==> src/hw/rtl/plsf_pkg.sv <==
// ----------------------------------------------------------------------------
// plsf_pkg
// shared types, constants and saturating arithmetic helpers for the
// polynomial least-squares fit core
// ----------------------------------------------------------------------------
package plsf_pkg;

	localparam int DEF_MAX_DEGREE  = 7;
	localparam int DEF_MAX_SAMPLES = 1024;

	localparam int SAMPLE_W     = 32;
	localparam int REG_W        = 64;
	localparam int DEGREE_W     = 3;
	localparam int COEF_IDX_W   = 3;
	localparam int DEGREE_RESET = 4;
	localparam int FRAC_W       = 16;

	localparam int IN_TDATA_W  = 64;
	localparam int OUT_TDATA_W = 40;

	localparam int QDEPTH = 4;
	localparam int QAW    = $clog2(QDEPTH);

	localparam logic signed [REG_W-1:0] Q_ONE   = 64'sd65536;
	localparam logic signed [REG_W-1:0] S64_MAX = 64'h7fff_ffff_ffff_ffff;
	localparam logic signed [REG_W-1:0] S64_MIN = 64'h8000_0000_0000_0000;
	localparam logic signed [REG_W-1:0] S32_MAX = 64'sh0000_0000_7fff_ffff;
	localparam logic signed [REG_W-1:0] S32_MIN = 64'shffff_ffff_8000_0000;

	typedef struct packed {
		logic signed [SAMPLE_W-1:0] x;
		logic signed [SAMPLE_W-1:0] y;
		logic                       last;
	} sample_t;

	// one request to a shared arithmetic unit
	typedef struct packed {
		logic                    start;
		logic signed [REG_W-1:0] a;
		logic signed [REG_W-1:0] b;
	} op_req_t;

	function automatic logic [REG_W-1:0] mag64(input logic signed [REG_W-1:0] v);
		return v[REG_W-1] ? (~v + 64'd1) : v;
	endfunction

	function automatic logic signed [REG_W-1:0] sat_add64(
		input logic signed [REG_W-1:0] a,
		input logic signed [REG_W-1:0] b
	);
		logic [REG_W:0] s;
		s = {a[REG_W-1], a} + {b[REG_W-1], b};
		if (s[REG_W] != s[REG_W-1])
			return s[REG_W] ? S64_MIN : S64_MAX;
		return s[REG_W-1:0];
	endfunction

	function automatic logic signed [REG_W-1:0] sat_sub64(
		input logic signed [REG_W-1:0] a,
		input logic signed [REG_W-1:0] b
	);
		logic [REG_W:0] s;
		s = {a[REG_W-1], a} - {b[REG_W-1], b};
		if (s[REG_W] != s[REG_W-1])
			return s[REG_W] ? S64_MIN : S64_MAX;
		return s[REG_W-1:0];
	endfunction

	function automatic logic signed [SAMPLE_W-1:0] sat32(input logic signed [REG_W-1:0] v);
		if (v > S32_MAX)
			return SAMPLE_W'(S32_MAX);
		if (v < S32_MIN)
			return SAMPLE_W'(S32_MIN);
		return v[SAMPLE_W-1:0];
	endfunction

endpackage

==> src/hw/rtl/plsf_front.sv <==
// ----------------------------------------------------------------------------
// plsf_front
// input side: takes sample requests and holds them in a short queue for the
// back end, so the stream can keep moving while the back end is busy
// ----------------------------------------------------------------------------
module plsf_front import plsf_pkg::*; (
	input  logic                  clk,
	input  logic                  arst_n,
	input  logic                  s_tvalid,
	output logic                  s_tready,
	input  logic [IN_TDATA_W-1:0] s_tdata,  // sample_x, sample_y
	input  logic                  s_tlast,  // last_sample
	input  logic                  pop,
	output sample_t               head,
	output logic                  avail
);

	sample_t        slot_q [QDEPTH];
	logic [QAW-1:0] wr_q;
	logic [QAW-1:0] rd_q;
	logic [QAW:0]   cnt_q;
	logic           push;
	logic           take;

	assign s_tready = (cnt_q != (QAW+1)'(QDEPTH));
	assign avail    = (cnt_q != '0);
	assign push     = s_tvalid && s_tready;
	assign take     = pop && avail;
	assign head     = slot_q[rd_q];

	always_ff @(posedge clk or negedge arst_n) begin
		if (!arst_n) begin
			wr_q  <= '0;
			rd_q  <= '0;
			cnt_q <= '0;
		end else begin
			if (push)
				wr_q <= wr_q + QAW'(1);
			if (take)
				rd_q <= rd_q + QAW'(1);
			if (push && !take)
				cnt_q <= cnt_q + (QAW+1)'(1);
			else if (take && !push)
				cnt_q <= cnt_q - (QAW+1)'(1);
		end
	end

	always_ff @(posedge clk) begin
		if (push) begin
			slot_q[wr_q].x    <= s_tdata[SAMPLE_W-1:0];
			slot_q[wr_q].y    <= s_tdata[2*SAMPLE_W-1:SAMPLE_W];
			slot_q[wr_q].last <= s_tlast;
		end
	end

endmodule

==> config.mk <==
export PLATFORM = sky130hd
export DESIGN_NAME = plsf_front
export DESIGN_NICKNAME = d
export VERILOG_FILES = /design/src/hw/rtl/plsf_pkg.sv /design/src/hw/rtl/plsf_front.sv
export SDC_FILE = /design/constraint.sdc
export NUM_CORES = 1
export LEC_CHECK = 0
export BUFFER_PORTS_ARGS = -buffer_cell sky130_fd_sc_hd__buf_2
export CORE_AREA = 2 2 151 153
export CTS_CLUSTER_SIZE = 28
export DETAILED_ROUTE_END_ITERATION = 10
export DIE_AREA = 0 0 153 155
export PLACE_DENSITY = 0.63
export SKIP_CTS_REPAIR_TIMING = 1
export SYNTH_ARGS = -nofsm -noshare
export SYNTH_HDL_FRONTEND = slang
export SYNTH_SLANG_ARGS = --single-unit
==> constraint.sdc <==
create_clock -name clk -period 2.85 [get_ports clk]
set_clock_uncertainty 0.15 [all_clocks]
set_input_delay 0 -clock clk [delete_from_list [all_inputs] [get_ports clk]]
set_output_delay 0 -clock clk [all_outputs]
set_load 0.01 [all_outputs]
==> flow_metrics.env, run 1 <==
export IMPL_cts_buffer_depth=3
export IMPL_clkLatencyLatePin_ns=0.51
export IMPL_firstDrtPassIters=4
export IMPL_port_buffers=135
export IMPL_vias=4613
export IMPL_grt_pass1_vias=4746
export IMPL_cp_max_fo=29
export IMPL_stdcell_area_um2=12400
export IMPL_top_layer="met4"
export IMPL_die_x_um=153
export IMPL_wl_met2_um=9180
export IMPL_areaGrowthSynthToFinish_pct=26.4
export IMPL_finalHoldViolations=0
export IMPL_synth_net_count=450
export IMPL_post_route_util_pct=55.9
export IMPL_fin_cells=903
export IMPL_synthXorXnorAreaFrac_pct=0.535
export IMPL_clk_pin_slew_ns=0.06
export IMPL_min_period_over_period_pct=87.1
export IMPL_routedWlPerCell_um=20.0
export IMPL_seqCellArea_um2=7990
export IMPL_dpl_worst_slack_ns=0.580
export IMPL_viasPerCell=5.11
export IMPL_synth_simple_area_share_pct=0.522
export IMPL_status="finished clean"
export IMPL_setup_viol=0
export IMPL_final_cell_mix="edfxtp_1, buf_2, dlygate4sd3_1, mux4_2, clkbuf_16"
export IMPL_fin_nets=678
export IMPL_setup_ws_ns=0.369
export IMPL_relSlewSlack_pct=58.5
export IMPL_synthAdderAreaFrac_pct=0.841
export IMPL_totalNegativeSetupSlack_ns=0
export IMPL_dp_cells=791
export IMPL_place_area_um2=10900
export IMPL_start_kind="flop"
export IMPL_grt_max_degree=66
export IMPL_initial_core_util_pct=44.2
export IMPL_arrival_ns=2.33
export IMPL_route_detailed_drc=0
export IMPL_synth_cell_types=20
export IMPL_netlist_area_um2=9820
export IMPL_drt_met1_wl_um=7670
export IMPL_cts_tree="built"
export IMPL_crit_type="flop to primary output"
export IMPL_max_cap_violations=0
export IMPL_met3RoutedLength_um=1030
export IMPL_finalCriticalPeriod_ns=2.48
export IMPL_syn_inst=375
export IMPL_root_buffer="clkbuf_16"
export IMPL_synthMuxAreaShare_pct=15.1
export IMPL_grt_pass1_wl_um=27000
export IMPL_hp_class="input pin to flop"
export IMPL_end_kind="primary output"
export IMPL_avgSynthCellArea_um2=26.2
export IMPL_die_area_um2=23700
export IMPL_clock_sinks=267
export IMPL_timing_fmax_ghz=0.403
export IMPL_drive_above_1_share_pct=40.6
export IMPL_synth_seq_cells=267
export IMPL_final_common_cell="edfxtp_1"
export IMPL_core_region_area_um2=22200
export IMPL_drt_iter0_markers=314
export IMPL_num_io_pins=136
export IMPL_num_rows=55
export IMPL_num_fill_cells=1679
export IMPL_cts_max_level=1
export IMPL_routed_wl_um=18100
export IMPL_rsz0062_at_grt="false"
export IMPL_die_height_um=155
export IMPL_ys_warn_count=0
export IMPL_synth_yosys_seq_area_share_pct=81.3
export IMPL_grt_usage_pct=14.9
export IMPL_grt_ovfl_total=0
export IMPL_gp_congestion=0.670
export IMPL_grt_antenna_before_repair=0
export IMPL_cts_made_buffers=26
export IMPL_dp_hpwl_um=10600
export IMPL_worstMarginPinSlew_ns=0.623
export IMPL_vdd_drop_max_mv=0.478
export IMPL_crit_required_ns=2.70
export IMPL_p_leak_nw=4.29
export IMPL_synth_compound_area_share_pct=0.115
export IMPL_finalMaxSlewViolations=0
export IMPL_ant_nets=0
export IMPL_synth_top_family_by_area="multiplexers"
export IMPL_antennaDiodeCount=0
export IMPL_multiInputGateArea_um2=1690
export IMPL_pwr_density_cell_nw_per_um2=999
==> final cells by class <==
cell class              count  area share, %
well taps                 285           2.87
repair buffers            215           12.5
clock buffers              34           5.65
inverters                   3         0.0907
clock inverters             9          0.917
multi-input cells          90           13.6
flip-flops and latches    267           64.3
==> worst paths after layout <==
kind                       slack (ns)                  from                      to  depth (start not counted)
setup reg to reg                 0.56  cnt_q[1]$_DFFE_PN0P_    cnt_q[2]$_DFFE_PN0P_                          8
setup / recovery                 0.37   rd_q[0]$_DFFE_PN0P_                head[18]                          3
max in group asynchronous        1.97                arst_n     rd_q[1]$_DFFE_PN0P_                          3
hold / removal                   0.08           s_tdata[38]  slot_q[2][7]$_DFFE_PP_                          2
min in group asynchronous        0.32                arst_n     wr_q[1]$_DFFE_PN0P_                          3
hold reg to reg                  0.40  cnt_q[2]$_DFFE_PN0P_    cnt_q[2]$_DFFE_PN0P_                          1
==> state kept, by name, indices dropped and copies added (netlist names) <==
signal and count:
rd_q 2, wr_q 2, slot_q 260, cnt_q 3
==> routing by layer <==
layer | GRT usage, % | vias to the layer above
met5 | 0 | -
met4 | 3.35 | 0
met3 | 4.54 | 20
met2 | 24.9 | 128
met1 | 19.4 | 2397
li1 | - | 2068
==> Yosys cell counts <==
library cell,n,area (um^2)
a21boi_2,1,11.3
and2_1,4,25.0
buf_12,4,80.1
buf_2,5,25.0
buf_4,3,22.5
buf_6,1,11.3
clkbuf_1,2,7.51
dfrtp_1,7,175
edfxtp_1,260,7810
fa_1,1,20.0
ha_1,5,62.6
inv_1,3,11.3
mux2_2,2,22.5
mux4_2,65,1460
nand2_1,2,7.51
nand3_1,1,5.00
nor2_1,2,7.51
or3_1,1,6.26
xnor2_1,4,35.0
xor2_1,2,17.5
==> where the power goes <==
group          internal [mW]  leakage (nW)  switching [mW]
registers               5.20          2.46           0.392
clock network           1.98         0.395            1.30
logic                   1.77          1.44            1.76
total                   8.95          4.29            3.46
==> cells by family after synthesis <==
kind of cell	Yosys count
multiplexers	67
AND/OR/NAND/NOR	10
XOR/XNOR	6
buffers and inverters	18
flip-flops	267
AO/OA/AOI/OAI	1
adder cells (fa/ha/maj)	6
==> critical path, cell delays in order (launching register included) <==
cell and delay, ns:
dfrtp_4 0.81, buf_12 0.25, mux4_2 0.54, buf_2 0.16
==> stage by stage <==
step	power, mW	hold slack [ns]
6_report	12.4	0.0842
5_1_grt	13.0	0.0762
4_1_cts	12.5	-0.859
3_5_place_dp	9.24	-0.306
3_3_place_gp	9.17	-0.310
2_1_floorplan	7.87	-0.446
Power figures use the tool's default switching activity.
==> run 2: changes to the inputs <==
--- a/config.mk
+++ b/config.mk
@@ -5,11 +5,12 @@
 export SDC_FILE = /design/constraint.sdc
 export NUM_CORES = 1
 export LEC_CHECK = 0
+export ABC_AREA = 1
 export BUFFER_PORTS_ARGS = -buffer_cell sky130_fd_sc_hd__buf_2
-export CORE_AREA = 2 2 151 153
+export CORE_AREA = 2 2 157 159
 export CTS_CLUSTER_SIZE = 28
 export DETAILED_ROUTE_END_ITERATION = 10
-export DIE_AREA = 0 0 153 155
+export DIE_AREA = 0 0 159 161
 export PLACE_DENSITY = 0.63
 export SKIP_CTS_REPAIR_TIMING = 1
 export SYNTH_ARGS = -nofsm -noshare
==> flow_metrics.env, run 2 <==
export IMPL_rsz0062_at_grt="false"
export IMPL_use_met3_pct=3.36
export IMPL_num_fill_cells=2051
export IMPL_reg_top3="slot_q: 260 flops, cnt_q: 3 flops"
export IMPL_syn_inst=817
export IMPL_synth_top_family_by_area="compound AO/OA/AOI/OAI gates"
export IMPL_relSlewSlack_pct=43.4
export IMPL_cp_slowest_stage_delay_ns=0.45
export IMPL_hp_class="input pin to flop"
export IMPL_ys_top_cells_by_count="edfxtp_1, nand2_1, inv_1"
export IMPL_synthAdderAreaFrac_pct=0.774
export IMPL_crit_required_ns=2.70
export IMPL_cts_made_buffers=28
export IMPL_clk_pin_slew_ns=0.06
export IMPL_clock_sinks=267
export IMPL_min_period_over_period_pct=86.0
export IMPL_routed_wl_um=20400
export IMPL_reg2reg_slack_ns=0.54
export IMPL_ff2ff_path_depth=9
export IMPL_die_area_um2=25600
export IMPL_async_reset_ff_share_pct=2.62
export IMPL_yosysTopAreaCellShare_pct=73.2
export IMPL_vias=6537
export IMPL_multiInputGateArea_um2=1950
export IMPL_grt_max_degree=89
export IMPL_arrival_ns=2.30
export IMPL_die_x_um=159
export IMPL_crit_buf_inv=3
export IMPL_synth_edf_count=260
export IMPL_synthMuxAreaShare_pct=0
export IMPL_hold_ws_ns=0.0699
export IMPL_grt_usage_pct=15.5
export IMPL_rr_startpoint="cnt_q[0]$_DFFE_PN0P_"
export IMPL_grt_ovfl_total=0
export IMPL_worst_hold_path_num_cells=2
export IMPL_reg2reg_to="cnt_q[1]$_DFFE_PN0P_"
export IMPL_yosys_most_used_dff="edfxtp_1"
export IMPL_hold_start="s_tdata[18]"
export IMPL_route_detailed_drc=0
export IMPL_power_mw=13.1
export IMPL_cts_tree="built"
export IMPL_avgSynthCellArea_um2=13.1
export IMPL_start_kind="flop"
export IMPL_max_cap_violations=0
export IMPL_viasPerCell=4.79
export IMPL_fin_nets=1098
export IMPL_grtUsageMet2_pct=27.7
export IMPL_port_buffers=135
export IMPL_worstMarginPinSlew_ns=0.850
export IMPL_drive_above_1_share_pct=18.3
export IMPL_ant_nets=0
export IMPL_cp_cell_sequence="inv_6 -> buf_4 -> nand2_1 -> o211ai_1 -> nand2_1 -> buf_2"
export IMPL_yosysMostFrequentCell="edfxtp_1"
export IMPL_ys_warn_count=0
export IMPL_synth_area_leaders="edfxtp_1, o211ai_1, nand2_1"
export IMPL_pwr_density_cell_nw_per_um2=988
export IMPL_grt_pass1_vias=5963
export IMPL_core_region_area_um2=24000
export IMPL_synth_seq_cells=267
export IMPL_dp_hpwl_um=11600
export IMPL_largest_reg_flops=260
export IMPL_drt_iter0_markers=409
export IMPL_root_buffer="clkbuf_16"
export IMPL_synth_simple_area_share_pct=7.99
export IMPL_synth_compound_area_share_pct=9.20
export IMPL_busiest_layer="met2"
export IMPL_netlist_area_um2=10700
export IMPL_clkLatencyLatePin_ns=0.53
export IMPL_synth_cell_types=17
export IMPL_slowest_stage="inv_6"
export IMPL_p_leak_nw=5.38
export IMPL_die_height_um=161
export IMPL_place_area_um2=11700
export IMPL_num_rows=57
export IMPL_grt_antenna_before_repair=1
export IMPL_finalCriticalPeriod_ns=2.45
export IMPL_regMostFlops="slot_q"
export IMPL_seqCellArea_um2=7980
export IMPL_routedWlPerCell_um=14.9
export IMPL_hold_path_endpoint="slot_q[3][51]$_DFFE_PP_"
export IMPL_end_kind="primary output"
export IMPL_cp_max_fo=88
export IMPL_cts_buffer_depth=3
export IMPL_timing_fmax_ghz=0.408
export IMPL_final_common_cell="edfxtp_1"
export IMPL_initial_core_util_pct=44.5
export IMPL_critPathTopFamily="buffers and inverters"
export IMPL_crit_path_frequent_cell="nand2_1"
export IMPL_status="finished clean"
export IMPL_gp_congestion=0.769
export IMPL_synth_net_count=892
export IMPL_cts_max_level=1
export IMPL_finalHoldViolations=0
export IMPL_areaGrowthSynthToFinish_pct=24.5
export IMPL_firstDrtPassIters=6
export IMPL_stdcell_area_um2=13300
export IMPL_vdd_drop_max_mv=0.702
export IMPL_crit_type="flop to primary output"
export IMPL_use_met1_pct=19.3
export IMPL_synth_yosys_seq_area_share_pct=74.9
export IMPL_num_io_pins=136
export IMPL_finalMaxSlewViolations=0
export IMPL_grt_pass1_wl_um=31300
export IMPL_synth_top_area_cell="edfxtp_1"
export IMPL_setup_viol=0
export IMPL_synthXorXnorAreaFrac_pct=0.0821
export IMPL_final_cell_mix="edfxtp_1, nand2_1, inv_1, buf_2, o211ai_1"
[run 2: area by class of cell]
cell class,instances,share of cell area (%)
multi-input cells,362,14.7
clock buffers,34,5.61
well taps,324,3.05
flip-flops and latches,267,60.1
repair buffers,218,11.5
inverters,146,4.16
clock inverters,14,0.876
diodes,1,0.0188
[run 2: worst register-to-register path, cell delays in order, from the launching register on]
cell and delay (ns):
dfrtp_1 0.43, inv_1 0.10, nand3_1 0.13, nand2_1 0.39
inv_1 0.10, ha_1 0.23, inv_1 0.10, fa_1 0.43
nand2_1 0.07, o21ai_0 0.07
[run 2: how the worst max path moves through the flow]
stage,from,end,slack (ns),cells past startpoint
after global placement,cnt_q[0]$_DFFE_PN0P_,cnt_q[1]$_DFFE_PN0P_,0.65,9
after floorplan,cnt_q[0]$_DFFE_PN0P_,slot_q[0][0]$_DFFE_PP_,-0.29,4
final,rd_q[0]$_DFFE_PN0P_,head[50],0.40,6
after CTS,rd_q[0]$_DFFE_PN0P_,head[8],0.35,6
after detailed placement,cnt_q[0]$_DFFE_PN0P_,cnt_q[1]$_DFFE_PN0P_,0.57,9
after global routing,rd_q[0]$_DFFE_PN0P_,head[15],0.21,6
[run 2: per-stage QoR]
step	setup WS (ns)	setup TNS (ns)	instances	util, %
2_1_floorplan	-0.287	-74.70	817	-
3_3_place_gp	0.649	0	1248	48.9
3_5_place_dp	0.566	0	1248	48.9
4_1_cts	0.345	0	1296	52.5
5_1_grt	0.212	0	1366	55.4
6_report	0.400	0	1366	55.4
[run 2: kinds of logic (layout without fill, tap and decap cells)]
logic type	Yosys count	count (layout)
flip-flops	267	267
adder cells (fa/ha/maj)	6	6
other	0	1
AO/OA/AOI/OAI	131	131
AND/OR/NAND/NOR	224	224
XOR/XNOR	1	1
buffers and inverters	188	412
[run 2: power breakdown]
part / switching [mW] / leakage, nW / internal, mW
registers: 0.188 / 2.47 / 5.17
clock network: 1.36 / 0.416 / 2.01
logic: 2.89 / 2.50 / 1.50
total: 4.45 / 5.38 / 8.68
[run 2: metal layers]
metal	vias to the layer above	wire, um
met5	-	0
met4	0	422
met3	37	818
met2	139	10300
met1	3109	8860
li1	3252	-
